<file path="config.mk">
export PLATFORM = sky130hd
export DESIGN_NAME = ucb1_child_selector
export DESIGN_NICKNAME = d
export VERILOG_FILES = /design/src/hw/rtl/ucb_pkg.sv /design/src/hw/rtl/ucb1_child_selector.sv /design/src/hw/rtl/ucb_cmpsub.sv /design/src/hw/rtl/ucb_core.sv
export SDC_FILE = /design/constraint.sdc
export NUM_CORES = 2
export LEC_CHECK = 0
export ABC_CLOCK_PERIOD_IN_PS = 12950
export BUFFER_PORTS_ARGS = -buffer_cell sky130_fd_sc_hd__buf_2
export CAP_MARGIN = 30
export CORE_MARGIN = 2
export CORE_UTILIZATION = 45
export CTS_CLUSTER_DIAMETER = 100
export DETAILED_ROUTE_END_ITERATION = 10
export SLEW_MARGIN = 20
export SYNTH_ARGS = -nofsm -noshare
export SYNTH_HDL_FRONTEND = slang
export SYNTH_SLANG_ARGS = --single-unit
</file>
<file path="constraint.sdc">
create_clock -name i_clk -period 12.95 [get_ports i_clk]
set_input_delay 3.885 -clock i_clk [delete_from_list [all_inputs] [get_ports i_clk]]
set_output_delay 3.885 -clock i_clk [all_outputs]
set_load 0.02 [all_outputs]
</file>
<file path="src/hw/rtl/ucb_pkg.sv">
// Shared types, constants and the log table for the UCB1 child selector.
// No dependencies; imported by every module of the block.
package ucb_pkg;

    // Stream and field sizes
    localparam int MAX_CHILDREN = 1024;
    localparam int POS_W        = $clog2(MAX_CHILDREN);
    localparam int CNT_W        = 24;
    localparam int IDX_W        = 10;
    localparam int SCORE_W      = 32;
    localparam int NUM_W        = CNT_W + 2;
    localparam int LN_W         = 29;
    localparam int DVD_W        = 54;
    localparam int ROOT_W       = 27;
    localparam int UNIT_W       = 30;
    localparam int SREM_W       = 28;
    localparam int STEP_W       = 6;

    // Last iteration index of each loop of the shared compare/subtract unit
    localparam logic [STEP_W-1:0] DIV_LAST  = STEP_W'(DVD_W - 1);
    localparam logic [STEP_W-1:0] SQRT_LAST = STEP_W'(ROOT_W - 1);

    // ln(1 + k/16) in Q0.24; the last entry is ln 2
    localparam logic [CNT_W-1:0] LN_TAB [17] = '{
        24'd0,       24'd1017112, 24'd1976072, 24'd2883169, 24'd3743728,
        24'd4562291, 24'd5342767, 24'd6088544, 24'd6802576, 24'd7487455,
        24'd8145470, 24'd8778647, 24'd9388795, 24'd9977529, 24'd10546303,
        24'd11096425, 24'd11629080
    };

    typedef enum logic [3:0] {
        C_IDLE, C_NORM, C_MUL, C_LNSUM, C_DIVA, C_SETQ, C_DIVQ, C_SETS,
        C_SQRT, C_SUM
    } t_core_state;

    typedef enum logic [1:0] {
        S_IDLE, S_CALC, S_EMIT
    } t_top_state;

    // Status of the score engine as seen by the selector
    typedef struct packed {
        logic busy;
        logic done;
    } t_core_stat;

endpackage

</file>
<file path="src/hw/rtl/ucb1_child_selector.sv">
// Top level of the UCB1 child selector: selection state, handshakes, output beat.
// Depends on ucb_pkg and ucb_core.
//
// Usage: children stream in on the input channel (i_valid / o_stall), one beat
// per child; i_last_child marks the final child of a selection. On that beat's
// completion one result beat leaves on the output channel (o_valid / i_stall)
// carrying the chosen position and whether it was an unvisited child.
// Scoring: a visited child is scored by an iterative engine that runs through
// one shared compare/subtract unit: up to 23 normalize steps for the log,
// two 54-step restoring divisions and a 27-step root. An unvisited child, or
// any child after one, is accepted without being scored.
// o_stall is high while a child is being scored and while a finished result
// waits for the output register to free up; a stalled output beat holds.
// Reset (synchronous, active low) clears the running best, the position
// counter, the unvisited flag and the output valid.
module ucb1_child_selector (
    input  logic                        i_clk,
    input  logic                        i_rst_n,
    input  logic                        i_valid,
    output logic                        o_stall,
    input  logic [ucb_pkg::CNT_W-1:0]   i_first_wins,
    input  logic [ucb_pkg::CNT_W-1:0]   i_second_wins,
    input  logic [ucb_pkg::CNT_W-1:0]   i_draws,
    input  logic [ucb_pkg::CNT_W-1:0]   i_visits,
    input  logic                        i_side_to_move,
    input  logic [ucb_pkg::CNT_W-1:0]   i_total_visits,
    input  logic                        i_last_child,
    output logic                        o_valid,
    input  logic                        i_stall,
    output logic [ucb_pkg::IDX_W-1:0]   o_chosen_index,
    output logic                        o_chose_unvisited
);
    import ucb_pkg::*;

    t_top_state r_state, n_state;

    logic [SCORE_W-1:0] r_best;
    logic [POS_W-1:0]   r_best_pos;
    logic [POS_W-1:0]   r_pos;
    logic [POS_W-1:0]   r_cur_pos;
    logic               r_unv;
    logic               r_last;
    logic               r_ov;
    logic [IDX_W-1:0]   r_idx;
    logic               r_unv_o;

    logic               w_acc;
    logic               w_start;
    logic               w_emit;
    t_core_stat         w_stat;
    logic [SCORE_W-1:0] w_score;

    ucb_core u_core (
        .i_clk    (i_clk),
        .i_rst_n  (i_rst_n),
        .i_start  (w_start),
        .i_wins   (i_side_to_move ? i_second_wins : i_first_wins),
        .i_draws  (i_draws),
        .i_visits (i_visits),
        .i_total  (i_total_visits),
        .o_stat   (w_stat),
        .o_score  (w_score)
    );

    assign w_acc   = i_valid && !o_stall;
    assign w_start = w_acc && !r_unv && (i_visits != '0);

    // Next state
    always_comb begin
        n_state = r_state;
        unique case (r_state)
            S_IDLE: begin
                if (w_start) begin
                    n_state = S_CALC;
                end else if (w_acc && i_last_child) begin
                    n_state = S_EMIT;
                end
            end
            S_CALC: if (w_stat.done) n_state = r_last ? S_EMIT : S_IDLE;
            S_EMIT: if (w_emit) n_state = S_IDLE;
            default: n_state = S_IDLE;
        endcase
    end

    // Outputs
    always_comb begin
        o_stall = 1'b1;
        w_emit  = 1'b0;
        unique case (r_state)
            S_IDLE:  o_stall = 1'b0;
            S_EMIT:  w_emit  = !r_ov || !i_stall;
            default: ;
        endcase
    end

    assign o_valid           = r_ov;
    assign o_chosen_index    = r_idx;
    assign o_chose_unvisited = r_unv_o;

    // Control and selection state
    always_ff @(posedge i_clk) begin
        if (!i_rst_n) begin
            r_state    <= S_IDLE;
            r_best     <= '0;
            r_best_pos <= '0;
            r_pos      <= '0;
            r_unv      <= 1'b0;
            r_ov       <= 1'b0;
        end else begin
            r_state <= n_state;
            if (r_ov && !i_stall) begin
                r_ov <= 1'b0;
            end
            if (w_acc) begin
                r_pos <= r_pos + 1'b1;
                if (!r_unv && (i_visits == '0)) begin
                    r_unv      <= 1'b1;
                    r_best_pos <= r_pos;
                end
            end
            if (r_state == S_CALC && w_stat.done && (w_score > r_best)) begin
                r_best     <= w_score;
                r_best_pos <= r_cur_pos;
            end
            if (w_emit) begin
                r_ov       <= 1'b1;
                r_best     <= '0;
                r_best_pos <= '0;
                r_pos      <= '0;
                r_unv      <= 1'b0;
            end
        end
    end

    // Beat payload and per-child bookkeeping
    always_ff @(posedge i_clk) begin
        if (w_acc) begin
            r_cur_pos <= r_pos;
            r_last    <= i_last_child;
        end
        if (w_emit) begin
            r_idx   <= IDX_W'(r_best_pos);
            r_unv_o <= r_unv;
        end
    end

    a_done_in_calc: assert property (@(posedge i_clk) disable iff (!i_rst_n)
        w_stat.done |-> (r_state == S_CALC))
        else $error("score engine finished outside scoring state");

    a_no_score_after_unv: assert property (@(posedge i_clk) disable iff (!i_rst_n)
        (r_state == S_CALC) |-> !r_unv)
        else $error("child scored after an unvisited child");

    a_clear_on_emit: assert property (@(posedge i_clk) disable iff (!i_rst_n)
        w_emit |=> (r_pos == '0) && !r_unv && (r_best == '0) && r_ov)
        else $error("selection state not cleared on result");

    a_engine_idle: assert property (@(posedge i_clk) disable iff (!i_rst_n)
        (r_state == S_IDLE) |-> !w_stat.busy)
        else $error("score engine busy while selector idle");
endmodule

</file>
<file path="src/hw/rtl/ucb_cmpsub.sv">
// Shared compare-and-subtract unit: one restoring step of division or root.
// Depends on ucb_pkg.
module ucb_cmpsub (
    input  logic [ucb_pkg::UNIT_W-1:0] i_a,
    input  logic [ucb_pkg::UNIT_W-1:0] i_b,
    output logic                       o_ge,
    output logic [ucb_pkg::UNIT_W-1:0] o_diff
);
    import ucb_pkg::*;

    logic [UNIT_W:0] w_sub;

    // Subtract once, take the borrow as the compare
    assign w_sub  = {1'b0, i_a} - {1'b0, i_b};
    assign o_ge   = ~w_sub[UNIT_W];
    assign o_diff = w_sub[UNIT_W-1:0];
endmodule

</file>
<file path="src/hw/rtl/ucb_core.sv">
// Score engine: log lookup, two restoring divisions and an integer root, the last
// three stepped through one shared compare/subtract unit. Depends on ucb_pkg, ucb_cmpsub.
module ucb_core (
    input  logic                       i_clk,
    input  logic                       i_rst_n,
    input  logic                       i_start,
    input  logic [ucb_pkg::CNT_W-1:0]  i_wins,
    input  logic [ucb_pkg::CNT_W-1:0]  i_draws,
    input  logic [ucb_pkg::CNT_W-1:0]  i_visits,
    input  logic [ucb_pkg::CNT_W-1:0]  i_total,
    output ucb_pkg::t_core_stat        o_stat,
    output logic [ucb_pkg::SCORE_W-1:0] o_score
);
    import ucb_pkg::*;

    t_core_state r_state, n_state;

    logic [CNT_W-1:0]   r_t;
    logic [4:0]         r_e;
    logic [NUM_W-1:0]   r_num;
    logic [CNT_W-1:0]   r_vis;
    logic [CNT_W-1:0]   r_frac;
    logic [LN_W-1:0]    r_eln;
    logic [LN_W-1:0]    r_ln;
    logic [DVD_W-1:0]   r_dvd;
    logic [CNT_W-1:0]   r_rem;
    logic [DVD_W-1:0]   r_quo;
    logic [SREM_W-1:0]  r_srem;
    logic [ROOT_W-1:0]  r_root;
    logic [SCORE_W-1:0] r_avg;
    logic [STEP_W-1:0]  r_cnt;

    logic [3:0]         w_k;
    logic [CNT_W-1:0]   w_base;
    logic [CNT_W-1:0]   w_dtab;
    logic [CNT_W+18:0]  w_prod;
    logic [CNT_W:0]     w_dcur;
    logic [UNIT_W-1:0]  w_scur;
    logic [ROOT_W+1:0]  w_trial;
    logic [UNIT_W-1:0]  w_ua;
    logic [UNIT_W-1:0]  w_ub;
    logic               w_ge;
    logic [UNIT_W-1:0]  w_diff;
    logic [SCORE_W:0]   w_sum;

    ucb_cmpsub u_unit (
        .i_a    (w_ua),
        .i_b    (w_ub),
        .o_ge   (w_ge),
        .o_diff (w_diff)
    );

    // Table segment and interpolation
    assign w_k    = r_t[22:19];
    assign w_base = LN_TAB[{1'b0, w_k}];
    assign w_dtab = LN_TAB[{1'b0, w_k} + 5'd1] - w_base;
    assign w_prod = w_dtab * r_t[18:0];

    // Partial remainders for divide and root
    assign w_dcur  = {r_rem, r_dvd[DVD_W-1]};
    assign w_scur  = {r_srem, r_dvd[DVD_W-1:DVD_W-2]};
    assign w_trial = {r_root, 2'b01};
    assign w_sum   = {1'b0, r_avg} + (SCORE_W+1)'(r_root);

    // Next state
    always_comb begin
        n_state = r_state;
        unique case (r_state)
            C_IDLE:  if (i_start) n_state = C_NORM;
            C_NORM:  if (r_t[CNT_W-1]) n_state = C_MUL;
            C_MUL:   n_state = C_LNSUM;
            C_LNSUM: n_state = C_DIVA;
            C_DIVA:  if (r_cnt == DIV_LAST) n_state = C_SETQ;
            C_SETQ:  n_state = C_DIVQ;
            C_DIVQ:  if (r_cnt == DIV_LAST) n_state = C_SETS;
            C_SETS:  n_state = C_SQRT;
            C_SQRT:  if (r_cnt == SQRT_LAST) n_state = C_SUM;
            C_SUM:   n_state = C_IDLE;
            default: n_state = C_IDLE;
        endcase
    end

    // Outputs and operand selection for the shared unit
    always_comb begin
        o_stat.busy = (r_state != C_IDLE);
        o_stat.done = 1'b0;
        w_ua        = UNIT_W'(w_dcur);
        w_ub        = UNIT_W'(r_vis);
        unique case (r_state)
            C_SQRT: begin
                w_ua = w_scur;
                w_ub = UNIT_W'(w_trial);
            end
            C_SUM:   o_stat.done = 1'b1;
            default: ;
        endcase
    end

    // Saturated score, valid while done is high
    assign o_score = w_sum[SCORE_W] ? '1 : w_sum[SCORE_W-1:0];

    always_ff @(posedge i_clk) begin
        if (!i_rst_n) begin
            r_state <= C_IDLE;
        end else begin
            r_state <= n_state;
        end
    end

    // Datapath
    always_ff @(posedge i_clk) begin
        unique case (r_state)
            C_IDLE: begin
                r_t   <= (i_total == '0) ? CNT_W'(1) : i_total;
                r_e   <= 5'd23;
                r_num <= {1'b0, i_wins, 1'b0} + NUM_W'(i_draws);
                r_vis <= i_visits;
            end
            C_NORM: begin
                if (!r_t[CNT_W-1]) begin
                    r_t <= r_t << 1;
                    r_e <= r_e - 5'd1;
                end
            end
            C_MUL: begin
                r_frac <= w_prod[CNT_W+18:19];
                r_eln  <= LN_W'(r_e * LN_TAB[16]);
            end
            C_LNSUM: begin
                r_ln  <= r_eln + LN_W'(w_base) + LN_W'(r_frac);
                r_dvd <= DVD_W'({r_num, 23'b0});
                r_rem <= '0;
                r_cnt <= '0;
            end
            C_DIVA, C_DIVQ: begin
                r_rem <= w_ge ? w_diff[CNT_W-1:0] : w_dcur[CNT_W-1:0];
                r_quo <= {r_quo[DVD_W-2:0], w_ge};
                r_dvd <= r_dvd << 1;
                r_cnt <= r_cnt + 1'b1;
            end
            C_SETQ: begin
                r_avg <= (r_quo[DVD_W-1:SCORE_W] != '0) ? '1 : r_quo[SCORE_W-1:0];
                r_dvd <= {r_ln, 25'b0};
                r_rem <= '0;
                r_cnt <= '0;
            end
            C_SETS: begin
                r_dvd  <= r_quo;
                r_srem <= '0;
                r_root <= '0;
                r_cnt  <= '0;
            end
            C_SQRT: begin
                r_srem <= w_ge ? w_diff[SREM_W-1:0] : w_scur[SREM_W-1:0];
                r_root <= {r_root[ROOT_W-2:0], w_ge};
                r_dvd  <= r_dvd << 2;
                r_cnt  <= r_cnt + 1'b1;
            end
            default: ;
        endcase
    end
endmodule
</file>
== Word level (Yosys, flattened, before mapping) ==
Memory sizes are Yosys's and may differ from the RTL's.
Index checks and enable logic that the tools add are counted.

* ROM bits: 1536
* Register bits after elaboration: 465
* Logic and storage cells: 145
* Output and inout port bits: 13
* Memories: 2

{| class="wikitable"
|+ Memories
! memory !! depth !! bits a word !! read ports !! clocked after Yosys merged registers in !! wr ports !! line !! source
|-
| (no name shown) || 32 || 24 || 1 || 0 || 0 || ucb_core.sv:55 || <nowiki>assign w_base = LN_TAB[{1'b0, w_k}];</nowiki>
|-
| (no name shown) || 32 || 24 || 1 || 0 || 0 || ucb_core.sv:56 || <nowiki>assign w_dtab = LN_TAB[{1'b0, w_k} + 5'd1] - w_base;</nowiki>
|}

* Add/subtract/negate cells: 10
* $lt $le $gt $ge: 3
* Multipliers: 2
* Multiplexer cells: 40
* Equal/unequal tests: 22
* Bitwise gates (word level): 4
* Reductions and logical operators: 36

{| class="wikitable"
|+ Operators by type and width
! cell !! number
|-
| $pmux 54 s5 || 1
|-
| $mux 24 || 8
|-
| $pmux 24 s2 || 2
|-
| $add 29x24->29 || 2
|-
| $pmux 28 s2 || 1
|-
| $pmux 27 s2 || 1
|-
| $logic_not 24->1 || 2
|-
| $mul 24x19->43 || 1
|-
| $pmux 4 s9 || 1
|-
| $add 32x27->33 || 1
|-
| $gt 32x32->1 || 1
|-
| $mux 32 || 1
|-
| $sub 30x29->31 || 1
|-
| $mux 10 || 3
|-
| $mux 30 || 1
|-
| $mux 29 || 1
|-
| $mux 28 || 1
|-
| $add 25x24->26 || 1
|-
| $mul 5x21->26 const B || 1
|-
| $reduce_bool 24->1 || 1
|-
| $sub 24x24->24 || 1
|-
| $reduce_bool 22->1 || 1
|-
| $mux 4 || 5
|-
| $eq 4x3->1 const B || 4
|-
| other kinds (36) || 74
|}

== Depth between registers and ports, before layout ==
* Word-level depth: 7
* Depth in mapped cells: 40
* Mapped depth without buffers: 39

== By module ==
Synthesis repeated with hierarchy kept, for this count alone.

* Cell total of the unflattened synthesis: 4594
* Area total of the unflattened synthesis: 44275.0 sq um

{| class="wikitable"
|+ By module, submodules not included
! module !! cells an instance !! instances !! area each (sq um)
|-
| ucb_core || 3917 || 1 || 38373.1
|-
| ucb1_child_selector || 431 || 1 || 4174.0
|-
| ucb_cmpsub || 246 || 1 || 1727.9
|}

== Worst setup path before layout ==
OpenSTA, ideal clock, no wires.

* Path kind: reg2reg
* Start point: register u_core.r_t[19]
* End point: register u_core.r_frac[18], data pin
* Path slack: 2.888 ns
* Period minus slack after synthesis: 10.062 ns
* Stages on the path, launching flop included: 40
* Arrival: 9.797 ns
* Library setup time: 0.265 ns
* Path buffers: 2
* Data required time: 12.685 ns
* Cell sequence: edfxtp_1 ha_1 clkbuf_1 inv_1 ha_1 or3_1 o211ai_1 ha_1 inv_1 fa_1 a21o_1 a21o_1 a21oi_1 o21ai_1 a221o_1 a21o_1 a21oi_1 xnor2_1 [... 4 more ...] fa_1 fa_1 fa_1 fa_1 inv_1 fa_1 inv_1 ha_1 a21o_1 a21o_1 a21oi_1 o22ai_1 o311ai_1 nand2_1 a21o_1 a21oi_1 o21ai_0 xor2_1

* Cells in the longest elaborated chain, start to end: 7
* Elaborated cells between the ends (all ways): 11
* Those cells by class: add/sub: 2; mul: 1; mux: 4; bitwise: 2; memory: 2

{| class="wikitable"
|+ Ends and longest elaborated chain
! element !! line !! source
|-
| start: declaration || ucb_core.sv:18 || <nowiki>logic [CNT_W-1:0] r_t;</nowiki>
|-
| start signal: assignment || ucb_core.sv:114 || <nowiki>r_t <= (i_total == '0) ? CNT_W'(1) : i_total;</nowiki>
|-
| start signal: assignment || ucb_core.sv:121 || <nowiki>r_t <= r_t << 1;</nowiki>
|-
| $add 4x1->5 || ucb_core.sv:56 ||
|-
| $not 5->6 (not written as such) || ucb_core.sv:56 ||
|-
| $mem_v2 32x24 || - ||
|-
| $mux 24 (not written as such) (2 in a row) || ucb_core.sv:56 ||
|-
| $sub 24x24->24 * || ucb_core.sv:56 ||
|-
| $mul 24x19->43 * || ucb_core.sv:57 || <nowiki>assign w_prod = w_dtab * r_t[18:0];</nowiki>
|-
| via u_core.w_prod[37] || ucb_core.sv:36 || <nowiki>logic [CNT_W+18:0] w_prod;</nowiki>
|-
| end signal: assignment || ucb_core.sv:126 || <nowiki>r_frac <= w_prod[CNT_W+18:19];</nowiki>
|-
| end: declaration || ucb_core.sv:22 || <nowiki>logic [CNT_W-1:0] r_frac;</nowiki>
|}

The timed path passes the listed nets; every way through them passes the cells marked *. The select of a mux whose other input is x is not followed.
A chain may end at the register's enable or synchronous reset.

== Worst setup path after layout ==
* Start point: register u_core.r_t[19]
* End point: register u_core.r_frac[20], data pin

Same word-level chain as after synthesis.

==> Implementation_results.wiki <==
{| class="wikitable"
! Metric !! Value
|-
| Result of the run || finished clean
|-
| Async S/R FF share, synth || 0%
|-
| Port buffer count || 138
|-
| Highest cell delay on the worst timing path || 0.82 ns
|-
| Area of the core region || 93,470 um^2
|-
| Normalized max-slew margin || 38.23%
|-
| Proportion of layout cells with a drive suffix above 1 || 7.928%
|-
| Row count || 112
|-
| Final TNS setup || 0 ns
|-
| Number of placed I/O pins || 139
|-
| Number of register bits inferred by synthesis || 465
|-
| Area of the die || 96,930 um^2
|-
| Global-route wire length before repair || 170,300 um
|-
| Multi-input gate area || 26,160 um^2
|-
| Number of DRC markers in iteration 0 || 2,326
|-
| Root buffer selected by CTS || sky130_fd_sc_hd__clkbuf_16
|-
| Yosys top cell area share || 28.61%
|-
| Placer Congestion || 0.8992
|-
| Final Max Tran Viols || 0
|-
| RSZ-0062 raised after global routing || false
|-
| Number of filler instances in the final layout || 8,695
|-
| DIE HEIGHT || 311.3 um
|-
| Largest net degree at the start of global routing || 92
|-
| Resize count post-CTS || 0
|-
| Distinct cells, synth || 87
|-
| Antenna violations before repair || 2
|-
| Hold Vio Cnt, Final || 0
|-
| Required arrival time at the worst endpoint || 13.33 ns
|-
| Post-Place Setup Slack || 1.342 ns
|-
| Drt pass-1 iters || 6
|-
| Max-cap violations || 0
|-
| Fin cells || 5,758
|-
| Nature of the critical path endpoint || flip-flop
|-
| Worst Reg2Reg Path Length in Cells || 40
|-
| Worst R2R End || u_core.r_frac[20]
|-
| Largest buffer count on any clock path || 3
|-
| Time the final worst path needs with I/O delays and setup || 11.71 ns
|-
| Clock latency on the worst-skew pair || 0.64 ns
|-
| Nets || 5,336
|-
| Average detailed-routed wire length per instance || 18.38 um
|-
| Measured slew at the worst slew-check pin || 0.9266 ns
|-
| CTS H-tree lvls || 2
|-
| Sequential fraction of the synthesis area || 31.44%
|-
| Highest clock rate || 85.36 MHz
|-
| Post-synthesis instance total || 4,362
|-
| Post-synthesis instance area || 42,500 um^2
|-
| Library cell with the highest instance count after synthesis || sky130_fd_sc_hd__inv_1
|-
| Dominant delay contributor by cell family on the critical path || adder cells
|-
| CTS Hold Buffers Added || 0
|-
| Worst setup startpoint || u_core.r_t[19]
|-
| Initial Util || 45.47%
|-
| Post-Syn Area per Cell || 9.744 um^2
|-
| Clk sink count || 465
|-
| Reg clk slew, reported paths || 0.06 ns
|-
| CP max-delay cell || sky130_fd_sc_hd__o311ai_1
|-
| Crit path max fanout || 16
|-
| Number of synthesized flops with an enable pin || 405
|-
| Final wirelength || 105,800 um
|-
| Crit path capture || u_core.r_frac[20]
|-
| DRC violations left || 0
|-
| Crit path arrival time || 12.09 ns
|-
| Dominant cells by area after synthesis || sky130_fd_sc_hd__edfxtp_1 (29%), sky130_fd_sc_hd__fa_1 (19%), sky130_fd_sc_hd__ha_1 (10%)
|-
| Layout-stage area growth over the synthesis result || 9.806%
|-
| PnR worst setup slack || 1.235 ns
|-
| Antenna Nets Post-Route || 0
|-
| Global-route congestion overflow total || 0
|-
| Min-delay worst type || flip-flop to flip-flop
|-
| Yosys Warn Count || 0
|-
| Ratio of routed vias to standard cells || 5.358
|-
| Cell with the most instances on the worst path || sky130_fd_sc_hd__fa_1
|-
| Kind of launch point of the worst setup path || flip-flop
|-
| Reg2Reg Setup Slack || 1.24 ns
|-
| GRT Overall Usage || 21.93%
|-
| Top_reg_cell synth || sky130_fd_sc_hd__edfxtp_1
|-
| Via count of the first global-routing pass || 30,520
|-
| Die Wd || 311.3 um
|-
| Critical register-to-register path startpoint || u_core.r_t[19]
|-
| Total buffers and inverters traversed by the critical path || 8
|-
| Inst Count DP || 5,648
|-
| Register area || 13,360 um^2
|-
| Number of endpoints failing setup at the final stage || 0
|-
| Stages on the worst setup path || 40
|-
| Worst Skew || 0.04060 ns
|-
| Synthesized netlist net count || 5,240
|-
| Leading area contributor after synthesis || sky130_fd_sc_hd__edfxtp_1
|-
| Clock tree from TritonCTS || built
|-
| Part of the cycle the worst path needs || 90.46%
|-
| Startpoint-to-endpoint class of the critical path || flip-flop to flip-flop
|-
| Vias after detailed routing || 30,849
|-
| Leading cell types by count after synthesis || sky130_fd_sc_hd__inv_1 (632), sky130_fd_sc_hd__nand2_1 (507), sky130_fd_sc_hd__edfxtp_1 (405), sky130_fd_sc_hd__fa_1 (405), sky130_fd_sc_hd__ha_1 (347)
|-
| Post-CTS setup buffer count || 0
|-
| Number of buffers created by CTS || 55
|-
| Detailed placement HPWL || 80,310 um
|}
stage by stage:
stage	hold WS, ns	util [%]	instance area, um^2
after floorplan	0.4081	-	42500
after global placement	0.4151	47.78	44660
after detailed placement	0.4165	47.84	44720
after CTS	0.4333	49.80	46550
after global routing	0.4384	49.93	46670
final	0.4320	49.93	46670
cells in the final DEF (no fill, tap or decap), drive strengths merged, types with 32 or more instances in the layout:
| cell type | instances |
|---|---|
| clkbuf | 74 |
| edfxtp | 405 |
| nor2b | 41 |
| nand2b | 87 |
| a21oi | 242 |
| dfxtp | 60 |
| a22oi | 69 |
| xnor2 | 110 |
| inv | 640 |
| nor2 | 179 |
| nand3 | 60 |
| ha | 347 |
| buf | 216 |
| and2 | 311 |
| nor3 | 34 |
| nand2 | 507 |
| a21o | 85 |
| a211oi | 34 |
| o21ai | 141 |
| a31oi | 32 |
| xor2 | 60 |
| fa | 405 |
how the worst min path moves through the flow:
stage                              from                 to  slack, ns  depth (start not counted)
after CTS                 r_best_pos[7]  o_chosen_index[7]       0.43                          0
after global routing      r_best_pos[2]  o_chosen_index[2]       0.44                          0
after global placement    r_best_pos[4]  o_chosen_index[4]       0.42                          0
final                     r_best_pos[9]  o_chosen_index[9]       0.43                          0
after floorplan           r_best_pos[0]  o_chosen_index[0]       0.41                          0
after detailed placement  r_best_pos[9]  o_chosen_index[9]       0.42                          0
cell type report:
cell class                 instances  area share, %
tap                             1254          3.362
multi-input combinational       3087          56.06
inverter                         633          5.091
clock inverter                    28         0.5978
antenna                            1       0.005362
clock buffer                      74          3.327
sequential                       465          28.63
timing repair buffer             216          2.928
cell families after synthesis:
group	synth area share (%)
compound gates	11.91
xor+xnor	3.503
fa+ha+maj	29.29
buf+inv	7.174
flops	31.44
mux	1.133
simple gates	15.55
flip-flops by register name, indices dropped and copies added, names as in the netlist, 6 cells and up:
register	count
u_core.r_srem	28
u_core.r_root	27
r_best	32
u_core.r_dvd	54
u_core.r_avg	32
o_chosen_index	10
u_core.r_eln	26
u_core.r_rem	24
u_core.r_quo	54
r_best_pos	10
u_core.r_vis	24
u_core.r_num	26
u_core.r_cnt	6
r_cur_pos	10
u_core.r_ln	29
u_core.r_t	24
u_core.r_frac	24
r_pos	10
routing by layer:
metal | track usage (%) | vias to the layer above | share of wire [%]
met1 | 30.91 | 15188 | 45
met2 | 36.36 | 697 | 48
met5 | 0 | - | 0
met3 | 2.409 | 120 | 4.8
met4 | 5.083 | 0 | 2.2
li1 | - | 14844 | -
Power is left out: the tool's default activity adds up to more than one toggle a clock period on the data nets, which glitch-free logic cannot reach.
